**src/sv/dfrb_pkg.sv**
```systemverilog
// Shared types and constants for the dim factor ramp brightness block.
`default_nettype none

package dfrb_pkg;

    // Factor format: Q1.FRAC_BITS, ONE_Q means 1.0
    localparam int FRAC_BITS = 15;
    localparam int FW        = FRAC_BITS + 1;
    localparam int TIME_W    = 32;
    localparam int FADE_W    = 10;
    localparam int BRT_W     = 8;
    localparam int TGT_W     = 16;

    localparam int SPAN_W = FW + 1;
    localparam int PROD_W = SPAN_W + FADE_W;
    localparam int CNT_W  = $clog2(PROD_W);

    localparam logic [FW-1:0] ONE_Q  = FW'(1) << FRAC_BITS;
    localparam logic [FW-1:0] HALF_Q = FW'(1) << (FRAC_BITS - 1);
    // ceil(0.999 * ONE)
    localparam logic [FW-1:0] PASS_Q =
        FW'((999 * (longint'(1) << FRAC_BITS) + 999) / 1000);

    // configuration register indexes
    localparam int CFG_IDX_W = 2;
    localparam logic [CFG_IDX_W-1:0] CFG_HOME_BRIGHTNESS = 2'd0;
    localparam logic [CFG_IDX_W-1:0] CFG_LAMP_BRIGHTNESS = 2'd1;
    localparam logic [CFG_IDX_W-1:0] CFG_FADE_MS         = 2'd2;

    localparam logic [BRT_W-1:0]  BRT_RESET  = 8'd255;
    localparam logic [FADE_W-1:0] FADE_RESET = 10'd80;

    typedef struct packed {
        logic [TIME_W-1:0] now_ms;
        logic [TGT_W-1:0]  target_factor;
        logic              home_mode;
    } in_item_t;

    typedef struct packed {
        logic [BRT_W-1:0] brightness;
        logic [TGT_W-1:0] factor_now;
    } out_item_t;

endpackage

`default_nettype wire

```
**src/sv/dim_factor_ramp_brightness_core.sv**
```systemverilog
// Top level: retriggerable linear dim factor ramp and brightness scaling.
//
// Each input item is one frame tick. An item whose time stamp lies inside a running
// ramp passes from the accepting edge through a set-up state (span times elapsed),
// a serial restoring divider by fade_ms (one quotient bit per cycle), a state to
// add the step, one to scale the brightness and one to present the result.
// Items that need no interpolation skip the divider and the add step. in_stall
// stays high from acceptance until the result has been taken. cfg_ready is always
// high; registers are to be written only while the block is idle.
`default_nettype none

module dim_factor_ramp_brightness_core (
    input  wire logic                          clk,
    input  wire logic                          rst_n,
    input  wire logic                          in_valid,
    output logic                               in_stall,
    input  wire dfrb_pkg::in_item_t            in_data,
    output logic                               out_valid,
    input  wire logic                          out_stall,
    output dfrb_pkg::out_item_t                out_data,
    input  wire logic                          cfg_valid,
    output logic                               cfg_ready,
    input  wire logic [dfrb_pkg::CFG_IDX_W-1:0] cfg_index,
    input  wire logic [15:0]                   cfg_data
);

    localparam int FW     = dfrb_pkg::FW;
    localparam int TIME_W = dfrb_pkg::TIME_W;
    localparam int FADE_W = dfrb_pkg::FADE_W;
    localparam int BRT_W  = dfrb_pkg::BRT_W;
    localparam int SPAN_W = dfrb_pkg::SPAN_W;
    localparam int PROD_W = dfrb_pkg::PROD_W;
    localparam int CNT_W  = dfrb_pkg::CNT_W;
    localparam int SCL_W  = BRT_W + FW + 1;

    typedef enum logic [2:0] {
        ST_IDLE,
        ST_PREP,
        ST_DIV,
        ST_FIN,
        ST_SCALE,
        ST_OUT
    } state_t;

    state_t state_reg;

    // configuration
    logic [BRT_W-1:0]  home_reg;
    logic [BRT_W-1:0]  lamp_reg;
    logic [FADE_W-1:0] fade_reg;

    // ramp state
    logic [FW-1:0]     from_reg;
    logic [FW-1:0]     to_reg;
    logic [TIME_W-1:0] start_reg;
    logic              running_reg;

    // per-item working registers
    logic [TIME_W-1:0] now_reg;
    logic [FW-1:0]     tgt_reg;
    logic [BRT_W-1:0]  raw_reg;
    logic [FW-1:0]     factor_reg;
    logic [FW-1:0]     base_reg;
    logic              neg_reg;
    logic              upd_from_reg;
    logic [PROD_W-1:0] dvd_reg;
    logic [FADE_W:0]   rem_reg;
    logic [CNT_W-1:0]  cnt_reg;
    logic              out_valid_reg;
    dfrb_pkg::out_item_t out_reg;

    // combinational terms
    logic [FW-1:0]       tgt_sat;
    logic [TIME_W-1:0]   elapsed;
    logic                in_ramp;
    logic                retrig;
    logic signed [SPAN_W-1:0] span;
    logic signed [PROD_W-1:0] prod;
    logic [PROD_W-1:0]   prod_mag;
    logic [FADE_W:0]     rem_shift;
    logic                rem_ge;
    logic [PROD_W-1:0]   step;
    logic [PROD_W-1:0]   lerp_sum;
    logic [SCL_W-1:0]    scaled;
    logic [SCL_W-dfrb_pkg::FRAC_BITS-1:0] scaled_hi;
    logic [BRT_W-1:0]    bright;

    assign in_stall  = (state_reg != ST_IDLE);
    assign cfg_ready = 1'b1;
    assign out_valid = out_valid_reg;
    assign out_data  = out_reg;

    always_comb
    begin
        tgt_sat = (in_data.target_factor > dfrb_pkg::TGT_W'(dfrb_pkg::ONE_Q))
                  ? dfrb_pkg::ONE_Q : in_data.target_factor[FW-1:0];
        elapsed = now_reg - start_reg;
        in_ramp = running_reg && (elapsed < {{(TIME_W-FADE_W){1'b0}}, fade_reg});
        retrig  = (tgt_reg != to_reg);

        // elapsed < fade_ms whenever this product is used, so its low bits suffice
        span     = $signed({1'b0, to_reg}) - $signed({1'b0, from_reg});
        prod     = span * $signed({1'b0, elapsed[FADE_W-1:0]});
        prod_mag = prod[PROD_W-1] ? PROD_W'(-prod) : PROD_W'(prod);

        rem_shift = {rem_reg[FADE_W-1:0], dvd_reg[PROD_W-1]};
        rem_ge    = (rem_shift >= {1'b0, fade_reg});

        // truncation toward zero: divide magnitude, then restore the sign
        step     = neg_reg ? (~dvd_reg + PROD_W'(1)) : dvd_reg;
        lerp_sum = {{(PROD_W-FW){1'b0}}, base_reg} + step;

        scaled    = SCL_W'(raw_reg) * SCL_W'(factor_reg) + SCL_W'(dfrb_pkg::HALF_Q);
        scaled_hi = scaled[SCL_W-1:dfrb_pkg::FRAC_BITS];
        if (factor_reg >= dfrb_pkg::PASS_Q)
        begin
            bright = raw_reg;
        end
        else if (scaled_hi > (SCL_W-dfrb_pkg::FRAC_BITS)'(255))
        begin
            bright = BRT_W'(255);
        end
        else if (scaled_hi == '0)
        begin
            bright = BRT_W'(1);
        end
        else
        begin
            bright = scaled_hi[BRT_W-1:0];
        end
    end

    always_ff @(posedge clk or negedge rst_n)
    begin
        if (!rst_n)
        begin
            state_reg     <= ST_IDLE;
            home_reg      <= dfrb_pkg::BRT_RESET;
            lamp_reg      <= dfrb_pkg::BRT_RESET;
            fade_reg      <= dfrb_pkg::FADE_RESET;
            from_reg      <= dfrb_pkg::ONE_Q;
            to_reg        <= dfrb_pkg::ONE_Q;
            start_reg     <= '0;
            running_reg   <= 1'b0;
            upd_from_reg  <= 1'b0;
            cnt_reg       <= '0;
            out_valid_reg <= 1'b0;
        end
        else
        begin
            if (cfg_valid && cfg_ready)
            begin
                case (cfg_index)
                    dfrb_pkg::CFG_HOME_BRIGHTNESS: home_reg <= cfg_data[BRT_W-1:0];
                    dfrb_pkg::CFG_LAMP_BRIGHTNESS: lamp_reg <= cfg_data[BRT_W-1:0];
                    dfrb_pkg::CFG_FADE_MS:         fade_reg <= cfg_data[FADE_W-1:0];
                    default: ;
                endcase
            end

            case (state_reg)
                ST_IDLE:
                begin
                    if (in_valid && !in_stall)
                    begin
                        now_reg   <= in_data.now_ms;
                        tgt_reg   <= tgt_sat;
                        raw_reg   <= in_data.home_mode ? home_reg : lamp_reg;
                        state_reg <= ST_PREP;
                    end
                end

                ST_PREP:
                begin
                    // operands for a possible lerp of the ramp as it stands
                    base_reg     <= from_reg;
                    neg_reg      <= prod[PROD_W-1];
                    dvd_reg      <= prod_mag;
                    rem_reg      <= '0;
                    cnt_reg      <= CNT_W'(PROD_W - 1);
                    upd_from_reg <= 1'b0;
                    if (retrig)
                    begin
                        to_reg      <= tgt_reg;
                        start_reg   <= now_reg;
                        running_reg <= 1'b1;
                        if (in_ramp)
                        begin
                            // retrigger mid-fade: new ramp starts at the lerp point
                            upd_from_reg <= 1'b1;
                            state_reg    <= ST_DIV;
                        end
                        else if (fade_reg == '0)
                        begin
                            from_reg    <= tgt_reg;
                            running_reg <= 1'b0;
                            factor_reg  <= tgt_reg;
                            state_reg   <= ST_SCALE;
                        end
                        else
                        begin
                            from_reg   <= running_reg ? to_reg : from_reg;
                            factor_reg <= running_reg ? to_reg : from_reg;
                            state_reg  <= ST_SCALE;
                        end
                    end
                    else if (!running_reg)
                    begin
                        factor_reg <= to_reg;
                        state_reg  <= ST_SCALE;
                    end
                    else if (!in_ramp)
                    begin
                        from_reg    <= to_reg;
                        running_reg <= 1'b0;
                        factor_reg  <= to_reg;
                        state_reg   <= ST_SCALE;
                    end
                    else
                    begin
                        state_reg <= ST_DIV;
                    end
                end

                ST_DIV:
                begin
                    rem_reg <= rem_ge ? (rem_shift - {1'b0, fade_reg}) : rem_shift;
                    dvd_reg <= {dvd_reg[PROD_W-2:0], rem_ge};
                    if (cnt_reg == '0)
                    begin
                        state_reg <= ST_FIN;
                    end
                    else
                    begin
                        cnt_reg <= cnt_reg - CNT_W'(1);
                    end
                end

                ST_FIN:
                begin
                    factor_reg <= lerp_sum[FW-1:0];
                    if (upd_from_reg)
                    begin
                        from_reg <= lerp_sum[FW-1:0];
                    end
                    state_reg <= ST_SCALE;
                end

                ST_SCALE:
                begin
                    out_reg.brightness <= bright;
                    out_reg.factor_now <= dfrb_pkg::TGT_W'(factor_reg);
                    out_valid_reg      <= 1'b1;
                    state_reg          <= ST_OUT;
                end

                ST_OUT:
                begin
                    if (!out_stall)
                    begin
                        out_valid_reg <= 1'b0;
                        state_reg     <= ST_IDLE;
                    end
                end

                default:
                begin
                    state_reg <= ST_IDLE;
                end
            endcase
        end
    end

endmodule

`default_nettype wire
```
**config.mk**
```make
export PLATFORM = sky130hd
export DESIGN_NAME = dim_factor_ramp_brightness_core
export DESIGN_NICKNAME = d
export VERILOG_FILES = /design/src/sv/dfrb_pkg.sv /design/src/sv/dim_factor_ramp_brightness_core.sv
export SDC_FILE = /design/constraint.sdc
export NUM_CORES = 1
export LEC_CHECK = 0
export BUFFER_PORTS_ARGS = -buffer_cell sky130_fd_sc_hd__buf_2
export CAP_MARGIN = 20
export CORE_MARGIN = 5
export CORE_UTILIZATION = 38
export CTS_BUF_LIST = sky130_fd_sc_hd__clkbuf_4
export CTS_CLUSTER_SIZE = 28
export DETAILED_ROUTE_END_ITERATION = 10
export GPL_TIMING_DRIVEN = 0
export SKIP_LAST_GASP = 1
export SYNTH_ARGS = -nofsm -noshare
export SYNTH_HDL_FRONTEND = slang
export SYNTH_SLANG_ARGS = --single-unit
```
**constraint.sdc**
```tcl
create_clock -name clk -period 20.6 [get_ports clk]
set_input_delay 3.09 -clock clk [delete_from_list [all_inputs] [get_ports clk]]
set_output_delay 3.09 -clock clk [all_outputs]
set_load 0.01 [all_outputs]
```
# ---- Yosys cells after proc, flatten, opt, wreduce, memory -nomap -nowiden
# Index checks and enable logic that the tools add are counted.
dict set report classes {
  n_eq_ne 17
  mul 2
  muxes 37
  magnitude_cmp 5
  reduce_logical 25
  n_addsub 8
  n_bitwise 1
}
# cell count
set ops {}
lappend ops {{2-to-1 mux 16 bit} 10}
lappend ops {{case mux 16 bit (2 select lines)} 2}
lappend ops {{case mux 27 bit (2 select lines)} 1}
lappend ops {{< comparator 32 x 10 -> 1 bit} 1}
lappend ops {{2-to-1 mux 8 bit} 4}
lappend ops {{subtractor 32 bit} 1}
lappend ops {{multiplier 17 x 11 -> 27 bit} 1}
lappend ops {{2-to-1 mux 27 bit} 1}
lappend ops {{negation 27 bit} 1}
lappend ops {{adder 24 x 15 -> 25 bit (second input constant)} 1}
lappend ops {{multiplier 8 x 16 -> 24 bit} 1}
lappend ops {{zero test 10 bit} 2}
lappend ops {{case mux 10 bit (2 select lines)} 1}
lappend ops {{2-to-1 mux 3 bit} 6}
lappend ops {{case mux 3 bit (6 select lines)} 1}
lappend ops {{AND reduction 2 bit} 9}
lappend ops {{subtractor 16 x 16 -> 17 bit} 1}
lappend ops {{adder 16 x 1 -> 16 bit (second input constant)} 1}
lappend ops {{adder 16 bit} 1}
lappend ops {{greater-or-equal comparator 16 x 15 -> 1 bit (second input constant)} 1}
lappend ops {{greater-than comparator 16 bit (second input constant)} 1}
lappend ops {{inequality test 16 bit} 1}
lappend ops {{NOT 16 bit} 1}
lappend ops {{inequality test 2 bit (second input constant)} 6}
lappend ops {{24 further kinds} 39}
dict set report word_totals {
  output_inout_bits 27
  wordCells 116
  in_bits 72
  ff_bits 251
}

# ---- Logic depth before layout (Yosys ltp)
dict set report logic_depth {
  ltp_word 7
  ltp_mapped 38
  ltp_nobuf 36
}

# ---- Worst setup path before layout
# OpenSTA, ideal clock, no wires.
dict set report synth_timing {
  kind {reg-to-reg}
  startpoint {reg from_reg[0]}
  endpoint {reg dvd_reg[24], data pin}
  setup_time_ps 260
  setup_slack_ps 12170
  t_arrival_ps 8170
  stages_incl_launch_ff 34
  n_path_buf 0
  period_less_slack_ps 8430
  required_time_ps 20340
  cell_sequence {dfrtp_1 > ha_1 > fa_1 > nor2b_1 > o21ai_0 > a21oi_1 > o21ai_0 > a21boi_0 > o2111ai_1 > a31oi_1 > a21o_1 > a21oi_1 > xnor2_1 > nand2_1 > fa_1 > inv_1 > fa_1 > fa_1 > fa_1 > inv_1 > fa_1 > inv_1 > ha_1 > a21o_1 > a21o_1 > a21oi_1 > o22ai_1 > o21ba_2 > mux2i_1 > or4b_1 > nor4_1 > a21oi_1 > xnor2_1 > mux2_2}
}
dict set report synth_via {
  elab_chain_cells 5
}
# item line
set synth_lines {}
lappend synth_lines {{start, declared} dim_factor_ramp_brightness_core.sv:53} ;# logic [FW-1:0] from_reg;
lappend synth_lines {{start signal, assigned} dim_factor_ramp_brightness_core.sv:141} ;# from_reg <= dfrb_pkg::ONE_Q;
lappend synth_lines {{start signal, assigned} dim_factor_ramp_brightness_core.sv:195} ;# from_reg <= tgt_reg;
lappend synth_lines {{start signal, assigned} dim_factor_ramp_brightness_core.sv:202} ;# from_reg <= running_reg ? to_reg : from_reg;
lappend synth_lines {{subtractor 16 x 16 -> 17 bit (*)} dim_factor_ramp_brightness_core.sv:102} ;# span = $signed({1'b0, to_reg}) - $signed({1'b0, from_reg});
lappend synth_lines {{multiplier 17 x 11 -> 27 bit (*)} dim_factor_ramp_brightness_core.sv:103} ;# prod = span * $signed({1'b0, elapsed[FADE_W-1:0]});
lappend synth_lines {{negation 27 bit} dim_factor_ramp_brightness_core.sv:104} ;# prod_mag = prod[PROD_W-1] ? PROD_W'(-prod) : PROD_W'(prod);
lappend synth_lines {{2-to-1 mux 27 bit (*)} dim_factor_ramp_brightness_core.sv:104}
lappend synth_lines {{case mux 27 bit (2 select lines) (*)} dim_factor_ramp_brightness_core.sv:161} ;# case (state_reg)
lappend synth_lines {{end signal, assigned} dim_factor_ramp_brightness_core.sv:178} ;# dvd_reg <= prod_mag;
lappend synth_lines {{end signal, assigned} dim_factor_ramp_brightness_core.sv:228} ;# dvd_reg <= {dvd_reg[PROD_W-2:0], rem_ge};
lappend synth_lines {{end, declared} dim_factor_ramp_brightness_core.sv:66} ;# logic [PROD_W-1:0] dvd_reg;
# Every way passes the cells marked *; elsewhere a longest branch is shown, timed or not.
# A chain may end at the register's enable or synchronous reset.

# ---- Worst setup path in the final report
# Ends and elaborated chain as after synthesis.

==> flow_metrics.tcl <==
set metrics [dict create \
    slew-limit-headroom 0.213 \
    place.port_buffers 89 \
    post_synth_edffs 150 \
    setup_viol_count_final 0 \
    start_util 0.384 \
    tightestPinTransition_ps 1170 \
    drt_first_iter_violations 1378 \
    grt_first_pass_wirelength_um 109000 \
    cts_root_buffer "sky130_fd_sc_hd__clkbuf_4" \
    grt_max_degree 55 \
    grt.total_usage 0.190 \
    antenna_violating_nets_post_route 0 \
    area_growth_syn_to_layout_pct 10.7 \
    totalNegativeSetupSlack_ps 0 \
    yosys_warnings 0 \
    critical_path.most_common_cell "sky130_fd_sc_hd__fa_1" \
    via_count 20100 \
    layout.filler_cells 6491 \
    report.final.slew_viol_count 0 \
    cpPeakStageDelay_ps 840 \
    final_layout_size_suffix_gt1_frac 0.123 \
    synth.cells.most_frequent "sky130_fd_sc_hd__inv_1, sky130_fd_sc_hd__nand2_1, sky130_fd_sc_hd__fa_1, sky130_fd_sc_hd__ha_1, sky130_fd_sc_hd__edfxtp_1" \
    finalHoldViolations 0 \
    first_pass_iters 5 \
    ys.flop_type "sky130_fd_sc_hd__edfxtp_1" \
    clock-sinks 251 \
    instance_count_of_the_mapped_netlist 2651 \
    max_freq_mhz 101 \
    yosys_register_bits 251 \
    cap_violations 0 \
    crit_family "adder cells" \
    synth-async-reset-ratio 0.402 \
    clock_latency_late_sink_ps 800 \
    critPathRequiredTime_ps 21150 \
    antenna_violations_before_repair 2 \
    io_pins 99 \
    critical_path.n_buffers_inverters 5 \
    finalWorstPathRequiredPeriod_ps 9930 \
    core_area_um2 65900 \
    timing.clock.skew_ps 82.8 \
    start_kind "flop" \
    cts_max_path_buffers 3 \
    route.detailed.vias_per_inst 5.35 \
    rows 94 \
    sequential_share_of_the_synthesized_area 0.279 \
    totalWireLength_um 68900 \
    worstSetupPathType "reg2reg" \
    drcViolationCount 0 \
    die_width_um 268 \
    timing.critical_path.fanout_max 10 \
    critPathArrivalTime_ps 10470 \
    place_area_um2 27000 \
    nNetsFinal 3337 \
    layout_worst_path_cycle_share 0.482 \
    clkSlewWorstSetupHoldPaths_ps 70 \
    post-route-cell-area_um2 28000 \
    synth.top_cell.area_share 0.188 \
    grt_setup_unrepaired "no" \
    synth.most_common_cell "sky130_fd_sc_hd__inv_1" \
    final_core_utilization 0.425 \
    slowest_stage "sky130_fd_sc_hd__xor2_1" \
    route.detailed.wl_per_inst_um 18.4 \
    tritoncts "yes" \
    postCtsResizedCells 0 \
    synthDominantAreaCellType "sky130_fd_sc_hd__fa_1" \
    hpwl_um 55300 \
    gp_congestion 0.946 \
    endpoint_kind "flop" \
    cts.repair_timing.setup_buffer_count 0 \
    htree_num_levels 3 \
    design.die.area_um2 71800 \
    tritoncts.num_buffers 73 \
    die-height_um 268 \
    outcome "complete, no violations" \
    cts.hold.buffers_added 0 \
    grt_pass1_vias 20600 \
    overflow 0 \
    synthesis.area_um2 25300 \
    min-delay-path-class "reg2reg" \
    synthesis.nets 3162 \
    synth_area_leaders "sky130_fd_sc_hd__fa_1, sky130_fd_sc_hd__edfxtp_1, sky130_fd_sc_hd__ha_1" \
    yosys.cell_types.count 80 \
    postSynthAreaPerCell_um2 9.54 \
]
## cell type report
type                    count  area [µm²]  area share
multi-input cells        1901       16400       0.585
inverters                 410        1540      0.0550
clock inverters            22         155     0.00554
flip-flops and latches    251        7060       0.252
repair buffers            100         593      0.0212
plain buffers              89         350      0.0125
clock buffers             112         841      0.0300
well taps                 864        1080      0.0386
diodes                      4        10.0    0.000358
## through the flow
stage	setup slack [ps]	hold slack, ps	instances
floorplan	12170	424	2651
global placement	10570	461	3604
detailed placement	10450	470	3613
CTS	10430	484	3747
global route	10040	496	3753
finish	10670	478	3753
## worst paths after layout
kind                       depth (start not counted)  slack (ps)                     start                       to
setup / recovery                                  32       10670   from_reg[0]$_DFFE_PN0P_    dvd_reg[24]$_DFFE_PP_
hold / removal                                     0         480  factor_reg[14]$_DFFE_PP_   out_data[14]$_DFFE_PP_
setup reg to reg                                  32       10670   from_reg[0]$_DFFE_PN0P_    dvd_reg[24]$_DFFE_PP_
hold reg to reg                                    0         480  factor_reg[14]$_DFFE_PP_   out_data[14]$_DFFE_PP_
max in group asynchronous                          2       17590                     rst_n  home_reg[3]$_DFFE_PN1P_
min in group asynchronous                          1        2270                     rst_n    out_valid$_DFFE_PN0P_
## kinds of logic after synthesis
logic type / after synthesis / share of synthesized area
buffers and inverters: 499 / 0.0747
adder cells (fa/ha/maj): 439 / 0.288
multiplexers: 94 / 0.0414
flip-flops: 251 / 0.279
AO/OA/AOI/OAI: 466 / 0.121
AND/OR/NAND/NOR: 765 / 0.149
other: 1 / 0.000148
XOR/XNOR: 136 / 0.0471
## cells in the final DEF, fill, tap and decap left out, types with 7 or more instances in the layout
master,instances
sky130_fd_sc_hd__a211oi_1,22
sky130_fd_sc_hd__a21o_1,31
sky130_fd_sc_hd__a21oi_1,139
sky130_fd_sc_hd__a31oi_1,29
sky130_fd_sc_hd__and2_1,119
sky130_fd_sc_hd__and3_1,25
sky130_fd_sc_hd__buf_1,7
sky130_fd_sc_hd__buf_2,96
sky130_fd_sc_hd__clkbuf_1,74
sky130_fd_sc_hd__clkbuf_4,112
sky130_fd_sc_hd__clkinv_1,13
sky130_fd_sc_hd__dfrtp_1,81
sky130_fd_sc_hd__dfstp_2,20
sky130_fd_sc_hd__edfxtp_1,150
sky130_fd_sc_hd__fa_1,237
sky130_fd_sc_hd__ha_1,202
sky130_fd_sc_hd__inv_1,409
sky130_fd_sc_hd__mux2_2,84
sky130_fd_sc_hd__mux2i_1,10
sky130_fd_sc_hd__nand2_1,240
sky130_fd_sc_hd__nand2b_1,25
sky130_fd_sc_hd__nand3_1,37
sky130_fd_sc_hd__nand4_1,33
sky130_fd_sc_hd__nor2_1,141
sky130_fd_sc_hd__nor2b_1,42
sky130_fd_sc_hd__nor3_1,45
sky130_fd_sc_hd__nor3b_1,7
sky130_fd_sc_hd__nor4_1,19
sky130_fd_sc_hd__o211ai_1,15
sky130_fd_sc_hd__o21a_1,17
sky130_fd_sc_hd__o21ai_0,74
sky130_fd_sc_hd__o21bai_1,13
sky130_fd_sc_hd__o22ai_1,18
sky130_fd_sc_hd__o311ai_0,11
sky130_fd_sc_hd__o31ai_1,12
sky130_fd_sc_hd__or3_1,10
sky130_fd_sc_hd__xnor2_1,90
sky130_fd_sc_hd__xor2_1,46
## routing by layer
metal / up-vias / routed length, µm / global-route usage
li1: 9361 / - / -
met1: 9914 / 29400 / 0.247
met2: 652 / 32500 / 0.316
met3: 150 / 4570 / 0.0432
met4: 0 / 2360 / 0.0664
met5: - / 0 / 0
## worst register-to-register path, delay by kind of cell (launching register included)
family / cells / cell delay [ps]
AOI/OAI and AO/OA: 10 / 2000
xor gates and xnor gates: 3 / 1320
adders and majority gates: 8 / 3700
buffers and inverters: 5 / 470
DFF: 1 / 450
muxes: 1 / 290
and+or+nand+nor: 5 / 1460
Power is left out: the tool's default activity adds up to more than one toggle a clock period on the data nets, which glitch-free logic cannot reach.
